**src/rtl/acwe_pkg.sv**
```systemverilog
// Package for the ARP cache with expiry: opcodes, status codes, FSM states,
// controller/datapath command and status structs. No dependencies.
package acwe_pkg;
    localparam int unsigned CacheEntriesDefault = 8;
    localparam logic [31:0] ExpiryReset = 32'd60;
    localparam logic [10:0] ArpLength = 11'd15;

    typedef enum logic [1:0] {
        OP_LOOKUP = 2'd0,
        OP_MESSAGE = 2'd1,
        OP_TICK = 2'd2,
        OP_NONE = 2'd3
    } t_opcode;

    typedef enum logic [1:0] {
        ST_DONE = 2'd0,
        ST_FOUND = 2'd1,
        ST_MISS = 2'd2,
        ST_BAD_LEN = 2'd3
    } t_status;

    localparam logic CfgExpiry = 1'b0;
    localparam logic CfgMyIp = 1'b1;

    typedef enum logic [3:0] {
        S_IDLE,
        S_AGE_RD,
        S_AGE_CHK,
        S_MOVE_RD,
        S_MOVE_WR,
        S_SCAN_RD,
        S_SCAN_CHK,
        S_WRITE,
        S_RESULT
    } t_state;

    typedef struct packed {
        logic load;        // capture the input item
        logic tick;        // advance the seconds counter
        logic clr_k;       // k := 0
        logic inc_k;       // k := k + 1
        logic rd_k;        // read slot k
        logic rd_last;     // read slot count-1
        logic wr_move;     // write moved entry to slot k, count -= 1
        logic scan_upd;    // update victim / hit from slot k
        logic wr_learn;    // write learned entry
        logic set_result;  // register the result
        logic out_valid;
    } t_cmd;

    typedef struct packed {
        t_opcode opcode;
        logic    len_ok;
        logic    k_lt_count;
        logic    stale;
        logic    hit;
    } t_sts;
endpackage

```
**src/rtl/acwe_ctrl.sv**
```systemverilog
// Controller FSM of the ARP cache: sequences aging, scan and learn.
// Depends on acwe_pkg.
module acwe_ctrl import acwe_pkg::*; (
    input  logic i_clk,
    input  logic i_rst_n,
    input  logic i_valid,
    output logic o_ready,
    input  logic i_out_ready,
    input  t_sts i_sts,
    output t_cmd o_cmd
);
    t_state r_state, n_state;

    always_ff @(posedge i_clk) begin
        if (!i_rst_n) begin
            r_state <= S_IDLE;
        end else begin
            r_state <= n_state;
        end
    end

    always_comb begin
        n_state = r_state;
        o_cmd = '0;
        o_ready = 1'b0;
        case (r_state)
            S_IDLE: begin
                o_ready = 1'b1;
                if (i_valid) begin
                    o_cmd.load = 1'b1;
                    o_cmd.clr_k = 1'b1;
                    n_state = S_AGE_RD;
                end
            end
            S_AGE_RD: begin
                if (i_sts.opcode == OP_TICK) begin
                    o_cmd.tick = 1'b1;
                    o_cmd.set_result = 1'b1;
                    n_state = S_RESULT;
                end else if (i_sts.opcode == OP_NONE ||
                             (i_sts.opcode == OP_MESSAGE && !i_sts.len_ok)) begin
                    o_cmd.set_result = 1'b1;
                    n_state = S_RESULT;
                end else if (i_sts.k_lt_count) begin
                    o_cmd.rd_k = 1'b1;
                    n_state = S_AGE_CHK;
                end else begin
                    o_cmd.clr_k = 1'b1;
                    n_state = S_SCAN_RD;
                end
            end
            S_AGE_CHK: begin
                if (i_sts.stale) begin
                    o_cmd.rd_last = 1'b1;
                    n_state = S_MOVE_WR;
                end else begin
                    o_cmd.inc_k = 1'b1;
                    n_state = S_AGE_RD;
                end
            end
            S_MOVE_RD: begin
                n_state = S_MOVE_WR;
            end
            S_MOVE_WR: begin
                o_cmd.wr_move = 1'b1;
                n_state = S_AGE_RD;
            end
            S_SCAN_RD: begin
                if (i_sts.k_lt_count && !i_sts.hit) begin
                    o_cmd.rd_k = 1'b1;
                    n_state = S_SCAN_CHK;
                end else if (i_sts.opcode == OP_MESSAGE) begin
                    o_cmd.wr_learn = 1'b1;
                    n_state = S_WRITE;
                end else begin
                    o_cmd.set_result = 1'b1;
                    n_state = S_RESULT;
                end
            end
            S_SCAN_CHK: begin
                o_cmd.scan_upd = 1'b1;
                o_cmd.inc_k = 1'b1;
                n_state = S_SCAN_RD;
            end
            S_WRITE: begin
                o_cmd.set_result = 1'b1;
                n_state = S_RESULT;
            end
            S_RESULT: begin
                o_cmd.out_valid = 1'b1;
                if (i_out_ready) begin
                    n_state = S_IDLE;
                end
            end
            default: begin
                n_state = S_IDLE;
            end
        endcase
    end
endmodule

```
**src/rtl/acwe_dp.sv**
```systemverilog
// Datapath of the ARP cache: entry memories, counters, item and result registers.
// Depends on acwe_pkg.
module acwe_dp import acwe_pkg::*; #(
    parameter int unsigned CACHE_ENTRIES = CacheEntriesDefault
) (
    input  logic        i_clk,
    input  logic        i_rst_n,
    input  t_cmd        i_cmd,
    output t_sts        o_sts,
    input  logic        i_cfg_we,
    input  logic        i_cfg_index,
    input  logic [31:0] i_cfg_data,
    input  logic [1:0]  i_opcode,
    input  logic [31:0] i_peer_ip,
    input  logic [47:0] i_sender_mac,
    input  logic [31:0] i_target_ip,
    input  logic        i_is_request,
    input  logic [10:0] i_payload_length,
    output logic [1:0]  o_status,
    output logic [47:0] o_found_mac,
    output logic        o_reply_valid,
    output logic [31:0] o_reply_ip,
    output logic [47:0] o_reply_mac
);
    localparam int unsigned IdxW = (CACHE_ENTRIES > 1) ? $clog2(CACHE_ENTRIES) : 1;
    localparam int unsigned CntW = $clog2(CACHE_ENTRIES + 1);

    logic [31:0] r_mem_ip    [CACHE_ENTRIES];
    logic [47:0] r_mem_mac   [CACHE_ENTRIES];
    logic [31:0] r_mem_stamp [CACHE_ENTRIES];

    logic [31:0] r_expiry, r_my_ip, r_now;
    logic [CntW-1:0] r_count, r_k;
    logic [IdxW-1:0] r_victim;
    logic [31:0] r_victim_age;
    logic        r_hit;
    logic [47:0] r_hit_mac;
    logic [31:0] r_rd_ip, r_rd_stamp;
    logic [47:0] r_rd_mac;
    logic [1:0]  r_op;
    logic [31:0] r_peer_ip, r_target_ip;
    logic [47:0] r_sender_mac;
    logic        r_is_request;
    logic [10:0] r_len;

    logic [IdxW-1:0] k_idx, last_idx, rd_idx, wr_idx;
    logic [31:0] rd_age;
    logic        wr_en;
    logic [31:0] wr_ip, wr_stamp;
    logic [47:0] wr_mac;
    logic        reply;

    assign k_idx    = r_k[IdxW-1:0];
    assign last_idx = IdxW'(r_count - CntW'(1));
    assign rd_idx   = i_cmd.rd_last ? last_idx : k_idx;
    assign rd_age   = r_now - r_rd_stamp;
    assign reply    = r_is_request && (r_target_ip == r_my_ip);

    always_comb begin
        wr_en = i_cmd.wr_move || i_cmd.wr_learn;
        wr_ip = r_rd_ip;
        wr_mac = r_rd_mac;
        wr_stamp = r_rd_stamp;
        wr_idx = k_idx;
        if (i_cmd.wr_learn) begin
            wr_ip = r_peer_ip;
            wr_mac = r_sender_mac;
            wr_stamp = r_now;
            if (r_hit) begin
                wr_idx = r_victim;
            end else if (r_count >= CntW'(CACHE_ENTRIES)) begin
                wr_idx = r_victim;
            end else begin
                wr_idx = r_count[IdxW-1:0];
            end
        end
    end

    always_ff @(posedge i_clk) begin
        if (i_cmd.rd_k || i_cmd.rd_last) begin
            r_rd_ip <= r_mem_ip[rd_idx];
            r_rd_mac <= r_mem_mac[rd_idx];
            r_rd_stamp <= r_mem_stamp[rd_idx];
        end
        if (wr_en) begin
            r_mem_ip[wr_idx] <= wr_ip;
            r_mem_mac[wr_idx] <= wr_mac;
            r_mem_stamp[wr_idx] <= wr_stamp;
        end
    end

    always_ff @(posedge i_clk) begin
        if (!i_rst_n) begin
            r_expiry <= ExpiryReset;
            r_my_ip <= '0;
            r_now <= '0;
            r_count <= '0;
            r_k <= '0;
            r_hit <= 1'b0;
        end else begin
            if (i_cfg_we) begin
                if (i_cfg_index == CfgExpiry) begin
                    r_expiry <= i_cfg_data;
                end else begin
                    r_my_ip <= i_cfg_data;
                end
            end
            if (i_cmd.tick) begin
                r_now <= r_now + 32'd1;
            end
            if (i_cmd.clr_k) begin
                r_k <= '0;
                r_hit <= 1'b0;
            end else if (i_cmd.inc_k) begin
                r_k <= r_k + CntW'(1);
            end
            if (i_cmd.wr_move) begin
                r_count <= r_count - CntW'(1);
            end
            if (i_cmd.wr_learn && !r_hit && r_count < CntW'(CACHE_ENTRIES)) begin
                r_count <= r_count + CntW'(1);
            end
            if (i_cmd.scan_upd && r_rd_ip == r_peer_ip) begin
                r_hit <= 1'b1;
            end
        end
    end

    always_ff @(posedge i_clk) begin
        if (i_cmd.load) begin
            r_op <= i_opcode;
            r_peer_ip <= i_peer_ip;
            r_sender_mac <= i_sender_mac;
            r_target_ip <= i_target_ip;
            r_is_request <= i_is_request;
            r_len <= i_payload_length;
        end
        if (i_cmd.scan_upd) begin
            if (r_rd_ip == r_peer_ip) begin
                r_victim <= k_idx;
                r_hit_mac <= r_rd_mac;
            end else if (r_k == '0 || rd_age > r_victim_age) begin
                r_victim <= k_idx;
                r_victim_age <= rd_age;
            end
        end
        if (i_cmd.set_result) begin
            o_status <= ST_DONE;
            o_found_mac <= '0;
            o_reply_valid <= 1'b0;
            o_reply_ip <= '0;
            o_reply_mac <= '0;
            case (t_opcode'(r_op))
                OP_LOOKUP: begin
                    o_status <= r_hit ? ST_FOUND : ST_MISS;
                    o_found_mac <= r_hit ? r_hit_mac : '0;
                end
                OP_MESSAGE: begin
                    if (r_len != ArpLength) begin
                        o_status <= ST_BAD_LEN;
                    end else if (reply) begin
                        o_reply_valid <= 1'b1;
                        o_reply_ip <= r_peer_ip;
                        o_reply_mac <= r_sender_mac;
                    end
                end
                default: begin
                    o_status <= ST_DONE;
                end
            endcase
        end
    end

    assign o_sts.opcode     = t_opcode'(r_op);
    assign o_sts.len_ok     = (r_len == ArpLength);
    assign o_sts.k_lt_count = (r_k < r_count);
    assign o_sts.stale      = (rd_age >= r_expiry);
    assign o_sts.hit        = r_hit;
endmodule

```
**src/rtl/arp_cache_with_expiry_top.sv**
```systemverilog
// Channel   Direction  Handshake                 Payload
// input     in         i_valid / o_ready         opcode, IPs, MAC, request flag, length
// result    out        o_valid / i_ready         status, found MAC, reply fields
// config    in         i_cfg_we (no wait)        index 0 expiry, 1 own IP
// A lookup first ages the table, then scans the live entries with a read and a check step
// each; a learn adds a write step, and each entry removed by aging adds a read, a check and
// a move step. A tick, a bad length or an unused opcode skips aging and the scan. The
// single-port entry memory and the controller's read/check steps set this sequence.
// Reset is synchronous and active low and empties the table at once.
// A result waits in its register until taken; the next item is accepted after that.
// Top level of the ARP cache with expiry. Depends on acwe_pkg, acwe_ctrl, acwe_dp.
module arp_cache_with_expiry_top import acwe_pkg::*; #(
    parameter int unsigned CACHE_ENTRIES = CacheEntriesDefault
) (
    input  logic        i_clk,
    input  logic        i_rst_n,
    input  logic        i_valid,
    output logic        o_ready,
    input  logic [1:0]  i_opcode,
    input  logic [31:0] i_peer_ip,
    input  logic [47:0] i_sender_mac,
    input  logic [31:0] i_target_ip,
    input  logic        i_is_request,
    input  logic [10:0] i_payload_length,
    output logic        o_valid,
    input  logic        i_ready,
    output logic [1:0]  o_status,
    output logic [47:0] o_found_mac,
    output logic        o_reply_valid,
    output logic [31:0] o_reply_ip,
    output logic [47:0] o_reply_mac,
    input  logic        i_cfg_we,
    input  logic        i_cfg_index,
    input  logic [31:0] i_cfg_data
);
    t_cmd cmd;
    t_sts sts;

    acwe_ctrl u_ctrl (
        .i_clk(i_clk), .i_rst_n(i_rst_n), .i_valid(i_valid), .o_ready(o_ready),
        .i_out_ready(i_ready), .i_sts(sts), .o_cmd(cmd)
    );

    assign o_valid = cmd.out_valid;

    acwe_dp #(.CACHE_ENTRIES(CACHE_ENTRIES)) u_dp (
        .i_clk(i_clk), .i_rst_n(i_rst_n), .i_cmd(cmd), .o_sts(sts),
        .i_cfg_we(i_cfg_we), .i_cfg_index(i_cfg_index), .i_cfg_data(i_cfg_data),
        .i_opcode(i_opcode), .i_peer_ip(i_peer_ip), .i_sender_mac(i_sender_mac),
        .i_target_ip(i_target_ip), .i_is_request(i_is_request),
        .i_payload_length(i_payload_length),
        .o_status(o_status), .o_found_mac(o_found_mac), .o_reply_valid(o_reply_valid),
        .o_reply_ip(o_reply_ip), .o_reply_mac(o_reply_mac)
    );
endmodule

```
**config.mk**
```make
export PLATFORM = sky130hd
export DESIGN_NAME = arp_cache_with_expiry_top
export DESIGN_NICKNAME = d
export VERILOG_FILES = /design/src/rtl/acwe_pkg.sv /design/src/rtl/acwe_ctrl.sv /design/src/rtl/acwe_dp.sv /design/src/rtl/arp_cache_with_expiry_top.sv
export SDC_FILE = /design/constraint.sdc
export NUM_CORES = 2
export LEC_CHECK = 0
export ABC_AREA = 1
export BUFFER_PORTS_ARGS = -buffer_cell sky130_fd_sc_hd__buf_2
export CORE_MARGIN = 2
export CORE_UTILIZATION = 50
export DETAILED_ROUTE_END_ITERATION = 7
export PLACE_DENSITY = 0.79
export SLEW_MARGIN = 20
export SYNTH_ARGS = -nofsm -noshare
export SYNTH_HDL_FRONTEND = slang
export SYNTH_SLANG_ARGS = --single-unit
```
**constraint.sdc**
```tcl
create_clock -name i_clk -period 7.7 [get_ports i_clk]
set_input_delay 0.385 -clock i_clk [delete_from_list [all_inputs] [get_ports i_clk]]
set_output_delay 0.385 -clock i_clk [all_outputs]
set_load 0.01 [all_outputs]
```
==> results_dict.tcl <==
set metrics [dict create \
    use_met3_pct 4.40 \
    vias 46200 \
    maxSlewViolCount 0 \
    async_flop_share_pct 0 \
    dp.cells 7949 \
    die_width_microns 363 \
    whs_path_depth 3 \
    initial_core_util_pct 50.4 \
    clk_latency_ns 0.79 \
    peakVddDrop_mv 0.189 \
    max_freq_ghz 0.163 \
    grt_pass1_vias 45200 \
    required_ns 8.21 \
    utilization_pct 57.9 \
    netlist_top_cells_count "edfxtp_1, inv_1, nand2_1" \
    endpoint_kind "flop" \
    muxShareOfSynthArea_pct 0 \
    grt_pass1_wl_microns 249000 \
    cts_sinks 1457 \
    h-tree-depth 4 \
    post_cts_buffers 0 \
    synth_fp_nets 6496 \
    p_switching_mw 4.12 \
    antenna_found_initial 2 \
    synth.most_common_cell "edfxtp_1" \
    die-area_sq_um 132000 \
    hold_class "in2reg" \
    setup_ws_ns 1.56 \
    power_leakage_nw 31.9 \
    min_period_ns 6.14 \
    grt-busiest-layer "met2" \
    p_clk_share_pct 40.7 \
    gr-usage-met2_pct 40.7 \
    synth_compound_area_share_pct 3.50 \
    switching_share_pct 23.2 \
    hold_buffers 160 \
    clkTransAtPathRegs_ns 0.06 \
    cts_tree "yes" \
    yosysTopAreaCell "edfxtp_1" \
    min-delay-start "i_cfg_index" \
    hold_violations 0 \
    dr.pass1.iters 8 \
    pwr-share-comb_pct 7.5 \
    reg2reg_from "u_dp.r_now[0]$_SDFFE_PN0P_" \
    yosysTopAreaCellShare_pct 62.9 \
    internal_power_mw 13.6 \
    cp_slowest_cell "nand2_8" \
    cts_resized 0 \
    drtIter0Drc 5438 \
    hpwl_microns 85300 \
    synth_fa_ha_area_share_pct 2.03 \
    area_growth_pct 14.9 \
    finalClockSkew_ns 0.0476 \
    synth-simple-area-share_pct 17.7 \
    layout-drive-gt1-share_pct 8.96 \
    max_slew_margin_pct 25.3 \
    wl_per_cell_microns 19.6 \
    p_total_mw 17.7 \
    hold_path_end "u_dp.r_expiry[4]$_SDFFE_PN1P_" \
    cts_buffers 148 \
    portBuffers 296 \
    gr-usage-all-layers_pct 24.4 \
    cp_max_fo 96 \
    cts.path.max_buffers 3 \
    synth_flop_cell "edfxtp_1" \
    synth_edf_count 1348 \
    reg2regPathDepth 31 \
    rsz0062_at_grt "false" \
    ys_ff_latch 1457 \
    r2r_end "u_dp.r_rd_mac[38]$_DFFE_PP_" \
    nNetsFinal 6865 \
    worstMarginPinSlew_ns 1.11 \
    gp_congestion 0.862 \
    ant_nets 0 \
    netlist_area_sq_um 64400 \
    overflow 0 \
    via_per_inst 5.51 \
    setup-violations-final 0 \
    synth_xor_area_share_pct 1.06 \
    grtUsageMet1_pct 31.1 \
    ys_seq_area_share_pct 66.3 \
    synth_area_leaders "edfxtp_1, nand3_1, inv_1" \
    reg2reg_slack_ns 1.56 \
    cp-start-kind "flop" \
    power.density_nw_per_um2 240 \
    violations "design-rule violations" \
    stdcell_count 8382 \
    status "finished, violations left" \
    power.share.sequential_pct 51.9 \
    path_class "reg2reg" \
    synth_top_family_by_area "simple AND/OR/NAND/NOR gates" \
    synth-warning-count 0 \
    critical-path-max-stage-delay_ns 0.64 \
    dp_worst_setup_slack_ns 1.68 \
    cpMostUsedCell "nand2_1" \
    drc 6 \
    crit_arrival_ns 6.65 \
    syn_avg_cell_area_sq_um 10.3 \
    coreArea_sq_um 128000 \
    die_h_microns 363 \
    grt_max_degree 170 \
    synth_cell_types 53 \
    cts-root-buf "clkbuf_16" \
    whs_ns 0.0904 \
    maxCapViolations 0 \
    std_cell_rows 131 \
    syn-instance-count 6228 \
    wl_microns 164000 \
    io_pins 297 \
    fin_crit_sh_pct 79.7 \
]
## state kept, by name (all words and copies together) (netlist names), 48 cells and up
signal	cells
u_dp.o_reply_mac	48
u_dp.r_hit_mac	48
u_dp.r_rd_mac	48
u_dp.r_sender_mac	48
u_dp.o_found_mac	48
u_dp.r_mem_mac	384
u_dp.r_mem_ip	256
u_dp.r_mem_stamp	256
## worst max-delay path: cells and delay by family (launching register included)
family	cells	cell delay (ns)
buffers and inverters	4	0.67
XOR/XNOR	1	0.26
AND/OR/NAND/NOR	19	2.70
flip-flops	1	0.33
adder cells (fa/ha/maj)	3	0.84
AO/OA/AOI/OAI	4	0.98
## cell families after synthesis
| group | count (synthesis) |
|---|---|
| AND/OR/NAND/NOR | 2622 |
| flip-flops | 1457 |
| AO/OA/AOI/OAI | 420 |
| XOR/XNOR | 78 |
| buffers and inverters | 1547 |
| adder cells (fa/ha/maj) | 104 |
## layout by cell type (no fill, tap or decap), types with 7 or more instances in the layout
cell type	Yosys	layout
buf_2	139	296
clkinv_2	0	22
a21oi_1	131	130
dlygate4sd3_1	0	160
nor4_1	14	14
nand2_1	1207	1205
o21ai_0	229	227
clkbuf_1	116	29
xnor2_1	44	44
inv_1	1252	1249
edfxtp_1	1348	1348
nand3_1	1039	1038
clkinv_1	4	37
nand4_1	28	28
ha_1	103	102
buf_4	12	28
dfxtp_1	109	107
o211ai_1	7	7
buf_12	0	24
nor2_4	1	10
clkbuf_16	0	151
bufinv_16	0	14
nor2_1	286	277
xor2_1	34	34
nor3_1	20	20
a31oi_1	8	8
## through the flow
step | TNS, ns | instance area [sq um]
4_1_cts | 0 | 74000
3_3_place_gp | 0 | 67500
5_1_grt | 0 | 74000
3_5_place_dp | 0 | 67500
2_1_floorplan | -25.71 | 64400
6_report | 0 | 74000
## worst max-delay path by stage
stage                                       startpoint                                end  slack, ns
after floorplan           u_dp.r_count[1]$_SDFFE_PN0P_  u_dp.o_found_mac[0]$_SDFFCE_PN0P_      -0.20
after CTS                   u_dp.r_now[0]$_SDFFE_PN0P_        u_dp.r_rd_mac[38]$_DFFE_PP_       1.61
after global routing        u_dp.r_now[0]$_SDFFE_PN0P_          u_dp.r_rd_ip[6]$_DFFE_PP_       1.11
after global placement      u_dp.r_now[0]$_SDFFE_PN0P_          u_dp.r_rd_ip[0]$_DFFE_PP_       1.85
after detailed placement    u_dp.r_now[0]$_SDFFE_PN0P_         u_dp.r_rd_ip[14]$_DFFE_PP_       1.68
final                       u_dp.r_now[0]$_SDFFE_PN0P_        u_dp.r_rd_mac[38]$_DFFE_PP_       1.56
## area by class of cell
| class | count | area (sq um) |
|---|---|---|
| fillers | 9669 | 53700 |
| flip-flops and latches | 1457 | 42700 |
| multi-input cells | 3224 | 15800 |
| inverters | 1258 | 4730 |
| clock buffers | 185 | 3950 |
| repair buffers | 508 | 3770 |
| well taps | 1662 | 2080 |
| clock inverters | 87 | 921 |
| diodes | 1 | 2.50 |
## per-layer routing
metal  up-vias  part of all wire [%]
met4         0                   4.2
met1     21700                    37
met2      2779                    48
met5         -                     0
met3       475                    11
li1      21200                     -
## power by group through the flow
stage	logic, mW	clock network, mW	registers, mW
floorplan	0.659	0	9.45
global placement	1.20	0	9.34
detailed placement	1.24	0	9.35
CTS	1.31	7.25	9.19
global route	1.44	7.56	9.22
finish	1.32	7.21	9.20
(Power assumes the default switching activity.)
